==> src/sv/sltsu_pkg.sv <==
// Shared types, constants and helper functions of the SSTV line tone scheduler.
// No dependencies; imported by every module of the block.
package sltsu_pkg;

    localparam int MAX_LINE_WIDTH = 512;
    localparam int MAX_LINES      = 1024;

    localparam int IDX_W    = $clog2(MAX_LINE_WIDTH);
    localparam int CNT_W    = $clog2(MAX_LINE_WIDTH + 1);
    localparam int SAMPLE_W = 16;
    localparam int TONE_W   = 12;
    localparam int PIX_W    = 8;
    localparam int LW_W     = 10;
    localparam int NL_W     = 11;
    localparam int LCNT_W   = 10;
    localparam int PROD_W   = CNT_W + SAMPLE_W;
    localparam int NUM_W    = PROD_W + 1;
    localparam int STEP_W   = $clog2(NUM_W + 1);
    localparam int CFG_IDX_W = 3;

    typedef logic [CNT_W-1:0] t_cnt;

    // Configuration register indexes
    localparam logic [CFG_IDX_W-1:0] CFG_LINE_WIDTH  = 3'd0;
    localparam logic [CFG_IDX_W-1:0] CFG_NUM_LINES   = 3'd1;
    localparam logic [CFG_IDX_W-1:0] CFG_SYNC        = 3'd2;
    localparam logic [CFG_IDX_W-1:0] CFG_SYNC_PORCH  = 3'd3;
    localparam logic [CFG_IDX_W-1:0] CFG_SEPARATION  = 3'd4;
    localparam logic [CFG_IDX_W-1:0] CFG_PORCH       = 3'd5;
    localparam logic [CFG_IDX_W-1:0] CFG_LUMA        = 3'd6;
    localparam logic [CFG_IDX_W-1:0] CFG_CHROMA      = 3'd7;

    localparam logic CMD_LOAD    = 1'b0;
    localparam logic CMD_REQUEST = 1'b1;

    localparam logic [TONE_W-1:0] TONE_SYNC    = 12'd1200;
    localparam logic [TONE_W-1:0] TONE_BLACK   = 12'd1500;
    localparam logic [TONE_W-1:0] TONE_SEP_ODD = 12'd2300;
    localparam logic [TONE_W-1:0] TONE_PORCH   = 12'd1900;

    // The 3.1372549 step sits just below 160/51, so floor(v*step) equals
    // floor((160v-1)/51) for v > 0. The /51 is a reciprocal multiply, exact
    // for every numerator below 2^24/50.
    localparam int TONE_SCALE = 160;
    localparam int TONE_RECIP = 328966;
    localparam int TONE_SHIFT = 24;
    localparam int TONE_X_W   = 16;
    localparam int TONE_P_W   = 35;
    localparam int TONE_OFF_W = 10;

    typedef enum logic [2:0] {
        PH_WAIT,
        PH_SYNC,
        PH_SPORCH,
        PH_LUMA,
        PH_SEP,
        PH_PORCH,
        PH_CHROMA
    } t_phase;

    typedef enum logic [1:0] {
        ST_IDLE,
        ST_READ,
        ST_DIV,
        ST_EMIT
    } t_state;

    function automatic t_cnt eff_width(input logic [LW_W-1:0] lw);
        if (lw == '0) begin
            return t_cnt'(1);
        end
        if (int'(lw) > MAX_LINE_WIDTH) begin
            return t_cnt'(MAX_LINE_WIDTH);
        end
        return t_cnt'(lw);
    endfunction

    function automatic logic [NL_W-1:0] eff_lines(input logic [NL_W-1:0] nl);
        if (nl == '0) begin
            return NL_W'(1);
        end
        if (int'(nl) > MAX_LINES) begin
            return NL_W'(MAX_LINES);
        end
        return nl;
    endfunction

    function automatic logic [TONE_OFF_W-1:0] tone_offset(input logic [PIX_W-1:0] v);
        logic [TONE_X_W-1:0] x;
        logic [TONE_P_W-1:0] p;
        x = TONE_X_W'(v) * TONE_X_W'(TONE_SCALE) - TONE_X_W'(1);
        p = TONE_P_W'(x) * TONE_P_W'(TONE_RECIP);
        if (v == '0) begin
            return '0;
        end
        return TONE_OFF_W'(p >> TONE_SHIFT);
    endfunction

endpackage

==> src/sv/sltsu_div.sv <==
// Bit-serial restoring divider, one quotient bit per cycle.
// Used for the ceiling splits of the pixel scan lengths. Depends on sltsu_pkg.
module sltsu_div
    import sltsu_pkg::*;
(
    input  logic             i_clk,
    input  logic             i_rst_n,
    input  logic             i_start,
    input  logic [NUM_W-1:0] i_dividend,
    input  t_cnt             i_divisor,
    output logic             o_busy,
    output logic [NUM_W-1:0] o_quotient
);

    logic              r_busy, n_busy;
    logic [STEP_W-1:0] r_step, n_step;
    t_cnt              r_rem, n_rem;
    t_cnt              r_div, n_div;
    logic [NUM_W-1:0]  r_quo, n_quo;

    logic [CNT_W:0] trial;
    logic [CNT_W:0] diff;
    logic           fits;

    always_comb begin
        trial  = {r_rem, r_quo[NUM_W-1]};
        diff   = trial - {1'b0, r_div};
        fits   = (trial >= {1'b0, r_div});
        n_busy = r_busy;
        n_step = r_step;
        n_rem  = r_rem;
        n_div  = r_div;
        n_quo  = r_quo;
        if (i_start) begin
            n_busy = 1'b1;
            n_step = STEP_W'(NUM_W);
            n_rem  = '0;
            n_div  = i_divisor;
            n_quo  = i_dividend;
        end else if (r_busy) begin
            // dividend shifts out at the top while quotient bits shift in
            n_rem  = fits ? diff[CNT_W-1:0] : trial[CNT_W-1:0];
            n_quo  = {r_quo[NUM_W-2:0], fits};
            n_step = r_step - STEP_W'(1);
            if (r_step == STEP_W'(1)) begin
                n_busy = 1'b0;
            end
        end
    end

    always_ff @(posedge i_clk) begin
        if (!i_rst_n) begin
            r_busy <= 1'b0;
            r_step <= '0;
        end else begin
            r_busy <= n_busy;
            r_step <= n_step;
        end
        r_rem <= n_rem;
        r_div <= n_div;
        r_quo <= n_quo;
    end

    assign o_busy     = r_busy;
    assign o_quotient = r_quo;

endmodule

==> config.mk <==
export PLATFORM = sky130hd
export DESIGN_NAME = sltsu_div
export DESIGN_NICKNAME = d
export VERILOG_FILES = /design/src/sv/sltsu_pkg.sv /design/src/sv/sltsu_div.sv
export SDC_FILE = /design/constraint.sdc
export NUM_CORES = 1
export LEC_CHECK = 0
export BUFFER_PORTS_ARGS = -buffer_cell sky130_fd_sc_hd__buf_2
export CORE_MARGIN = 1.5
export CORE_UTILIZATION = 48
export CTS_CLUSTER_SIZE = 24
export DETAILED_ROUTE_END_ITERATION = 12
export PLACE_DENSITY = 0.76
export SLEW_MARGIN = 10
export SYNTH_ARGS = -nofsm -noshare
export SYNTH_HDL_FRONTEND = slang
export SYNTH_SLANG_ARGS = --single-unit
export TNS_END_PERCENT = 1
==> constraint.sdc <==
create_clock -name i_clk -period 2.1 [get_ports i_clk]
set_input_delay 0.42 -clock i_clk [delete_from_list [all_inputs] [get_ports i_clk]]
set_output_delay 0.42 -clock i_clk [all_outputs]
set_load 0.01 [all_outputs]
# Yosys cells after proc, flatten, opt, wreduce, memory -nomap -nowiden

Cells that the tools add are included.

Add/subtract/negate cells: 2
$lt $le $gt $ge: 1
Equal/unequal tests: 1
Multiplexer cells: 8
Bitwise gates (word level): 1
Reductions and logical operators: 2

Operators with widths:

| kind                                                                   | count |
|---|---|
| 27-bit two-way mux                                                     | 2 |
| 11-bit by 10-bit greater-or-equal comparator with 1-bit output         | 1 |
| 10-bit two-way mux                                                     | 1 |
| 5-bit two-way mux                                                      | 2 |
| 10-bit subtractor                                                      | 1 |
| 5-bit by 1-bit equality test with 1-bit output (second input constant) | 1 |
| 5-bit by 1-bit subtractor with 5-bit output (second input constant)    | 1 |
| 1-bit two-way mux                                                      | 3 |
| 2-bit nonzero test                                                     | 1 |
| 2-bit OR reduction                                                     | 1 |
| 1-bit inverter                                                         | 1 |

Register bits: 53
Bits of input ports: 40
Output and inout port bits: 28
Word-level logic and storage cells: 21

# Longest topological paths before layout

Gate-level depths: netlist of run 1.

Depth after elaboration: 4
Gate-level depth with buffers: 10
Depth with buffers taken out: 10

# Least setup slack after synthesis of run 1

No wires, ideal clock.

Path kind: reg-to-reg
Start point: register r_quo[26], in the netlist o_quotient[26]
End point: register r_rem[8]
Library setup time: 0.124 ns
Data arrival time: 2.008 ns
Data required time: 1.976 ns
Setup slack: -0.032 ns
Cell stages (with the launch flop): 11
Buffers on the path: 0
Period minus slack after synthesis: 2.132 ns
Path through: edfxtp_1 -> inv_1 -> ha_1 -> inv_1 -> fa_1 -> a211oi_1 -> nor2_1 -> o22ai_1 -> xor2_1 -> nand3_1 -> o311a_2

Longest elaborated chain between the ends: 2
Elaborated cells between the ends (all ways): 3
Those cells by class: add/sub (1); order compare (1); mux (1)

Ends and longest elaborated chain:

| item                                                                                                       | RTL line                         | source |
|---|---|---|
| start: declaration                                                                                         | sltsu_div.sv:19                  | `logic [NUM_W-1:0] r_quo, n_quo;` |
| start signal: assignment                                                                                   | sltsu_div.sv:61                  | `r_quo <= n_quo;` |
| 10-bit subtractor / 11-bit by 10-bit greater-or-equal comparator with 1-bit output (equally long branches) | sltsu_div.sv:27, sltsu_div.sv:28 |  |
| 10-bit two-way mux (*)                                                                                     | sltsu_div.sv:42                  | `n_rem = fits ? diff[CNT_W-1:0] : trial[CNT_W-1:0];` |
| end signal: assignment                                                                                     | sltsu_div.sv:59                  | `r_rem <= n_rem;` |
| end: declaration                                                                                           | sltsu_div.sv:17                  | `t_cnt r_rem, n_rem;` |

Every way passes the cells marked *; elsewhere a longest branch is shown, timed or not.
A chain may end at the register's enable or synchronous reset.

# Worst setup path after layout of run 1

Start point: register r_quo[26], in the netlist o_quotient[26]
End point: register r_rem[6]

Same word-level chain as after synthesis.

==> qor.csv, run 1 <==
stage;metric;value;unit
worst_setup_path;endpoint_kind;flop;
global_routing;grt-ovfl-total;0;
global_routing;grtUsageTotal;19.69;%
floorplan;dieArea;0.005970;mm2
place;post-place-ws;-0.2067;ns
global_routing;antenna_found_initial;0;
timing;holdWs;0.2783;ns
clock_network;clkTransAtPathRegs;0.09;ns
pwr;leakage;1.472;nW
timing;post-route-period-util;100.9;%
hold_path;min_path_type;primary input to flop;
final_layout;final_common_cell;buf_2;
drt;ant_nets;0;
synth;synth_edf_count;37;
worst_setup_path;path_max_fanout;2;
synth;synth_seq_area_share;54.06;%
worst_setup_path;worst_setup_path_start_kind;flop;
place;placed_cell_area;0.003192;mm2
drt;firstDrtPassIters;4;
worst_setup_path;r2r-start;o_quotient[26];
worst_setup_path;required;2.34;ns
synth;yosys_warnings;0;
synth;async_reset_ff_share;0;%
synth;syn_inst;213;
clock_network;clock_insertion_delay_worst_skew;0.31;ns
clock_network;clkSinkCount;53;
worst_setup_path;r2r_cells;10;
floorplan;core_area;0.005205;mm2
final_layout;areaGrowthSynthToFinish;26.51;%
final_layout;drive_above_1_share;46.51;%
place;globalplace.congestion;0.8097;
drt;drcViolationCount;0;
final_layout;finish.utilization;64.35;%
pwr;irDropWorstVdd;533.6;uV
floorplan;die_w;77.27;um
place;hpwl;4.120;mm
worst_setup_path;crit_type;flop to flop;
clock_network;clock_path_buffers;2;
clock_network;root_buffer;clkbuf_8;
final_layout;multi_input_area;0.001189;mm2
worst_setup_path;r2r_end;r_rem[6];
drt;vias;1959;
final_layout;fin_nets;353;
timing;clock.fmax;472.0;MHz
global_routing;grt_pass1_vias;1997;
timing;final.setup_skew;0.003002;ns
synth;synth_nets;266;
floorplan;start_util;50.87;%
final_layout;antenna_cells;0;
synth;synth_flop_cell;edfxtp_1;
drt;drt_iter0_markers;114;
drt;viasPerCell;5.280;
final_layout;final_cell_area;0.003349;mm2
timing;setup_viol;1;
global_routing;grt_pass1_wl;9.232;mm
timing;max_slew_margin;74.00;%
floorplan;ioPinCount;68;
final_layout;final_cell_mix;67 x buf_2, 37 x edfxtp_1, 26 x mux2_2, 20 x buf_4, 16 x dfxtp_1;
synth;syn-cell-area;0.002648;mm2
timing;rsz0062_at_grt;yes;
drt;wl_per_cell;15.09;um
synth;postSynthAreaPerCell;12.43;um2
hold_path;hold_path_depth;1;
place;portBuffers;67;
timing;finalHoldViolCount;0;
status;violations;negative setup slack;
job;maxCapViolCount;0;
timing;fin_ws;-0.01857;ns
drt;finalWirelength;5.597;mm
status;outcome;complete, but fails checks;
timing;final_max_slew_viol_count;0;
timing;fin_crit;2.119;ns
synth;synth-seq-cells;53;
clock_network;h-tree-depth;2;
hold_path;min_to;r_div[6];
final_layout;regArea;0.001431;mm2
worst_setup_path;cp.arrival;2.36;ns
hold_path;hold_path_startpoint;i_divisor[6];
floorplan;die_h;77.27;um
timing;tightest_slew;0.3895;ns
clock_network;cts_tree;built;
global_routing;grt_max_degree;28;
clock_network;cts_made_buffers;5;
pwr;power.density;767.4;mW/mm2
final_layout;n_fill_cell;458;
floorplan;rows;26;
worst_setup_path;r2r_setup_slack;-0.02;ns
synth;netlist-cell-type-count;41;
how the worst max path moves through the flow:
stage / startpoint / slack (ns) / depth (start not counted) / endpoint
6_report: o_quotient[26] / -0.02 / 10 / r_rem[6]
5_1_grt: o_quotient[26] / -0.19 / 10 / r_rem[6]
4_1_cts: o_quotient[26] / -0.02 / 10 / r_rem[8]
3_5_place_dp: r_div[3] / -0.21 / 7 / r_rem[2]
3_3_place_gp: r_div[3] / -0.11 / 7 / r_rem[2]
2_1_floorplan: o_quotient[26] / 0.01 / 10 / r_rem[8]
metrics by stage:
step | power [mW] | std cells | setup TNS (ns)
after detailed placement | 1.941 | 363 | -0.3653
after global routing | 2.693 | 371 | -0.7748
after CTS | 2.563 | 371 | -0.02112
after floorplan | 1.703 | 213 | 0
after global placement | 1.924 | 363 | -0.1372
final | 2.570 | 371 | -0.01857
critical path: stages (launching register included):
cell,delay (ns)
edfxtp_1,0.39
inv_1,0.09
ha_2,0.19
inv_2,0.04
fa_2,0.36
a211oi_4,0.29
o21bai_1,0.11
a21oi_1,0.18
xnor2_1,0.15
nor3_1,0.07
nor3_1,0.17
what timing repair did:
action,in CTS,in global routing
gates resized for setup,3,11
endpoints found under the hold margin,0,0
pin swaps,2,11
setup buffers,0,0
hold buffers,0,0
setup endpoints to repair,8,11
where the power goes:
group          switching (mW)  total (mW)  internal (mW)
clock                   0.343       0.610          0.268
sequential             0.0641        1.30           1.24
combinational           0.329       0.656          0.328
total                   0.735        2.57           1.83
cells by family after synthesis:
group | synth area share [%]
AOI/OAI and AO/OA | 11.53
xor gates and xnor gates | 3.639
adders and majority gates | 6.427
buffers and inverters | 3.544
DFF | 54.06
muxes | 13.00
and+or+nand+nor | 7.799
metal layers:
layer  vias up  global-route usage (%)  share of wire, %
li1        961                       -                 -
met2        74                   32.98                50
met3        11                   4.881               6.7
met5         -                       0                 0
met4         0                   7.273               1.8
met1       913                   24.48                41
cell usage after synthesis, drive strengths merged, types with 2 or more instances:
master	n	share of area [%]
o311a	2	0.85
nor2b	3	0.71
nor3	3	0.57
o22ai	4	0.95
a21o	5	1.5
mux2i	4	1.5
nor2	13	1.8
a211oi	7	2.0
a31oi	3	0.71
ha	12	5.7
inv	16	2.3
buf	2	0.57
a21boi	6	1.7
and3	2	0.52
a21oi	3	0.57
mux2	27	11
clkbuf	5	0.71
edfxtp	37	42
xor2	5	1.7
nand3	7	1.5
xnor2	6	2.0
nand2	10	1.5
dfxtp	16	12
o21ai	2	0.38
o21bai	2	0.57
cell type report:
type | instances | share of cell area, %
tap | 70 | 2.615
clock buffer | 6 | 2.465
timing repair buffer | 87 | 14.49
multi-input combinational | 137 | 35.49
clock inverter | 2 | 0.4109
sequential | 53 | 42.73
inverter | 16 | 1.793
registers in the layout (all words and copies together) (netlist names):
name / count
o_busy: 1
r_div: 10
o_quotient: 27
r_rem: 10
r_step: 5
(Power assumes the default switching activity.)
==> run 2: changes to the inputs <==
- CORE_UTILIZATION: 48 -> 45
- PLACE_DENSITY: 0.76 -> 0.72
==> qor.csv, run 2 (synthesis gave the netlist of run 1 again) <==
stage;metric;value;unit
status;outcome;complete, but fails checks;
status;violations;negative setup slack;
drt;wl_per_cell;15.56;um
final_layout;final_common_cell;buf_2;
final_layout;drive_above_1_share;49.50;%
timing;holdWs;0.2893;ns
timing;finalSetupTns;-0.07568;ns
drt;drt_iter0_markers;154;
final_layout;stdcell_count;375;
clock_network;clock_path_buffers;2;
final_layout;areaGrowthSynthToFinish;31.10;%
timing;finalHoldViolCount;0;
global_routing;grtUsageTotal;18.54;%
worst_setup_path;required;2.33;ns
clock_network;h-tree-depth;2;
hold_path;min_path_type;primary input to flop;
worst_setup_path;crit_type;flop to flop;
drt;drcViolationCount;0;
drt;ant_nets;0;
floorplan;die_h;79.71;um
worst_setup_path;worst_setup_path_start_kind;flop;
worst_setup_path;r2r-start;o_quotient[26];
pwr;power.density;749.3;mW/mm2
floorplan;start_util;47.21;%
job;maxCapViolCount;0;
floorplan;rows;27;
pwr;irDropWorstVdd;519.3;uV
global_routing;grt.met3_usage;6.514;%
drt;viasPerCell;5.293;
timing;rsz0062_at_grt;yes;
timing;setup_viol;2;
final_layout;multi_input_area;0.001280;mm2
final_layout;final_cell_area;0.003471;mm2
clock_network;cts_tree;built;
final_layout;final_cell_mix;67 x buf_2, 37 x edfxtp_1, 27 x mux2_2, 19 x buf_4, 16 x dfxtp_1;
pwr;leakage;1.473;nW
worst_setup_path;endpoint_kind;flop;
drt;firstDrtPassIters;4;
clock_network;clock_insertion_delay_worst_skew;0.30;ns
floorplan;die_w;79.71;um
floorplan;dieArea;0.006353;mm2
clock_network;clkSinkCount;53;
timing;tightest_slew;0.3400;ns
clock_network;clkTransAtPathRegs;0.09;ns
place;globalplace.congestion;0.8253;
final_layout;antenna_cells;0;
global_routing;grt-ovfl-total;0;
global_routing;grt_pass1_wl;9.066;mm
timing;fin_crit;2.141;ns
worst_setup_path;cp.arrival;2.37;ns
clock_network;cts_made_buffers;5;
global_routing;grt_max_degree;28;
timing;max_slew_margin;77.09;%
floorplan;ioPinCount;68;
place;hpwl;4.084;mm
final_layout;largest_reg_flops;27;
global_routing;grt_pass1_vias;1963;
drt;vias;1985;
timing;clock.fmax;467.1;MHz
global_routing;use_met2;30.76;%
global_routing;top_usage_layer;met2;
global_routing;antenna_found_initial;0;
worst_setup_path;path_max_fanout;2;
timing;final_max_slew_viol_count;0;
clock_network;root_buffer;clkbuf_8;
drt;finalWirelength;5.836;mm
hold_path;hold_path_startpoint;i_divisor[6];
place;dp.cells;364;
place;post-place-ws;-0.1367;ns
place;placed_cell_area;0.003199;mm2
final_layout;n_fill_cell;472;
timing;final.setup_skew;0.006054;ns
timing;post-route-period-util;101.9;%
place;portBuffers;67;
final_layout;fin_nets;355;
global_routing;grt.met1_usage;23.18;%
timing;fin_ws;-0.04079;ns
worst_setup_path;startpoint;o_quotient[26];
final_layout;regArea;0.001431;mm2
floorplan;core_area;0.005608;mm2
-- run 2: cell count changes in the layout (fill, tap and decap cells not counted), sizes merged --
cell / previous run / this run
clkinv: 2 / 0
clkbuf: 6 / 8
buf: 87 / 89
-- run 2: through the flow --
stage / utilization [%] / power, mW
final: 61.89 / 2.601
after CTS: 59.19 / 2.522
after floorplan: - / 1.703
after global placement: 57.05 / 1.925
after detailed placement: 57.05 / 1.943
after global routing: 61.89 / 2.723
-- run 2: final cells by class --
type	instances	area share [%]
Sequential cell	53	41.24
Multi-Input combinational cell	137	36.88
Clock buffer	8	2.307
Timing Repair Buffer	89	15.25
Tap cell	72	2.596
Inverter	16	1.730
-- run 2: power by group --
group	internal, mW	leakage (nW)	switching [mW]
clock	0.238	0.0395	0.313
combinational	0.383	0.931	0.361
sequential	1.24	0.502	0.0665
-- run 2: routing by layer --
layer  wire length [um]  vias to the layer above
met3                378                        4
met5                  0                        -
met2               2951                       58
li1                   -                      962
met4                 36                        0
met1               2470                      961
-- run 2: repair_timing --
action	in CTS	in global routing
pin swaps	3	7
setup endpoints to repair	9	11
gates resized for setup	2	23
hold buffers	0	0
buffers inserted	2	1
-- run 2: worst paths after layout --
check / depth (start not counted) / slack, ns / to
setup / recovery: 10 / -0.04 / r_rem[6]
hold / removal: 1 / 0.29 / r_div[6]
setup reg to reg: 10 / -0.04 / r_rem[6]
hold reg to reg: 2 / 0.56 / r_rem[3]
-- run 2: critical path, cell delays in order, from the launching register on --
cell      delay, ns
edfxtp_1       0.42
inv_2          0.09
ha_4           0.14
inv_1          0.05
fa_2           0.35
a211oi_2       0.33
o21bai_1       0.14
a21oi_1        0.20
xnor2_1        0.16
nor3_1         0.07
nor3_1         0.13
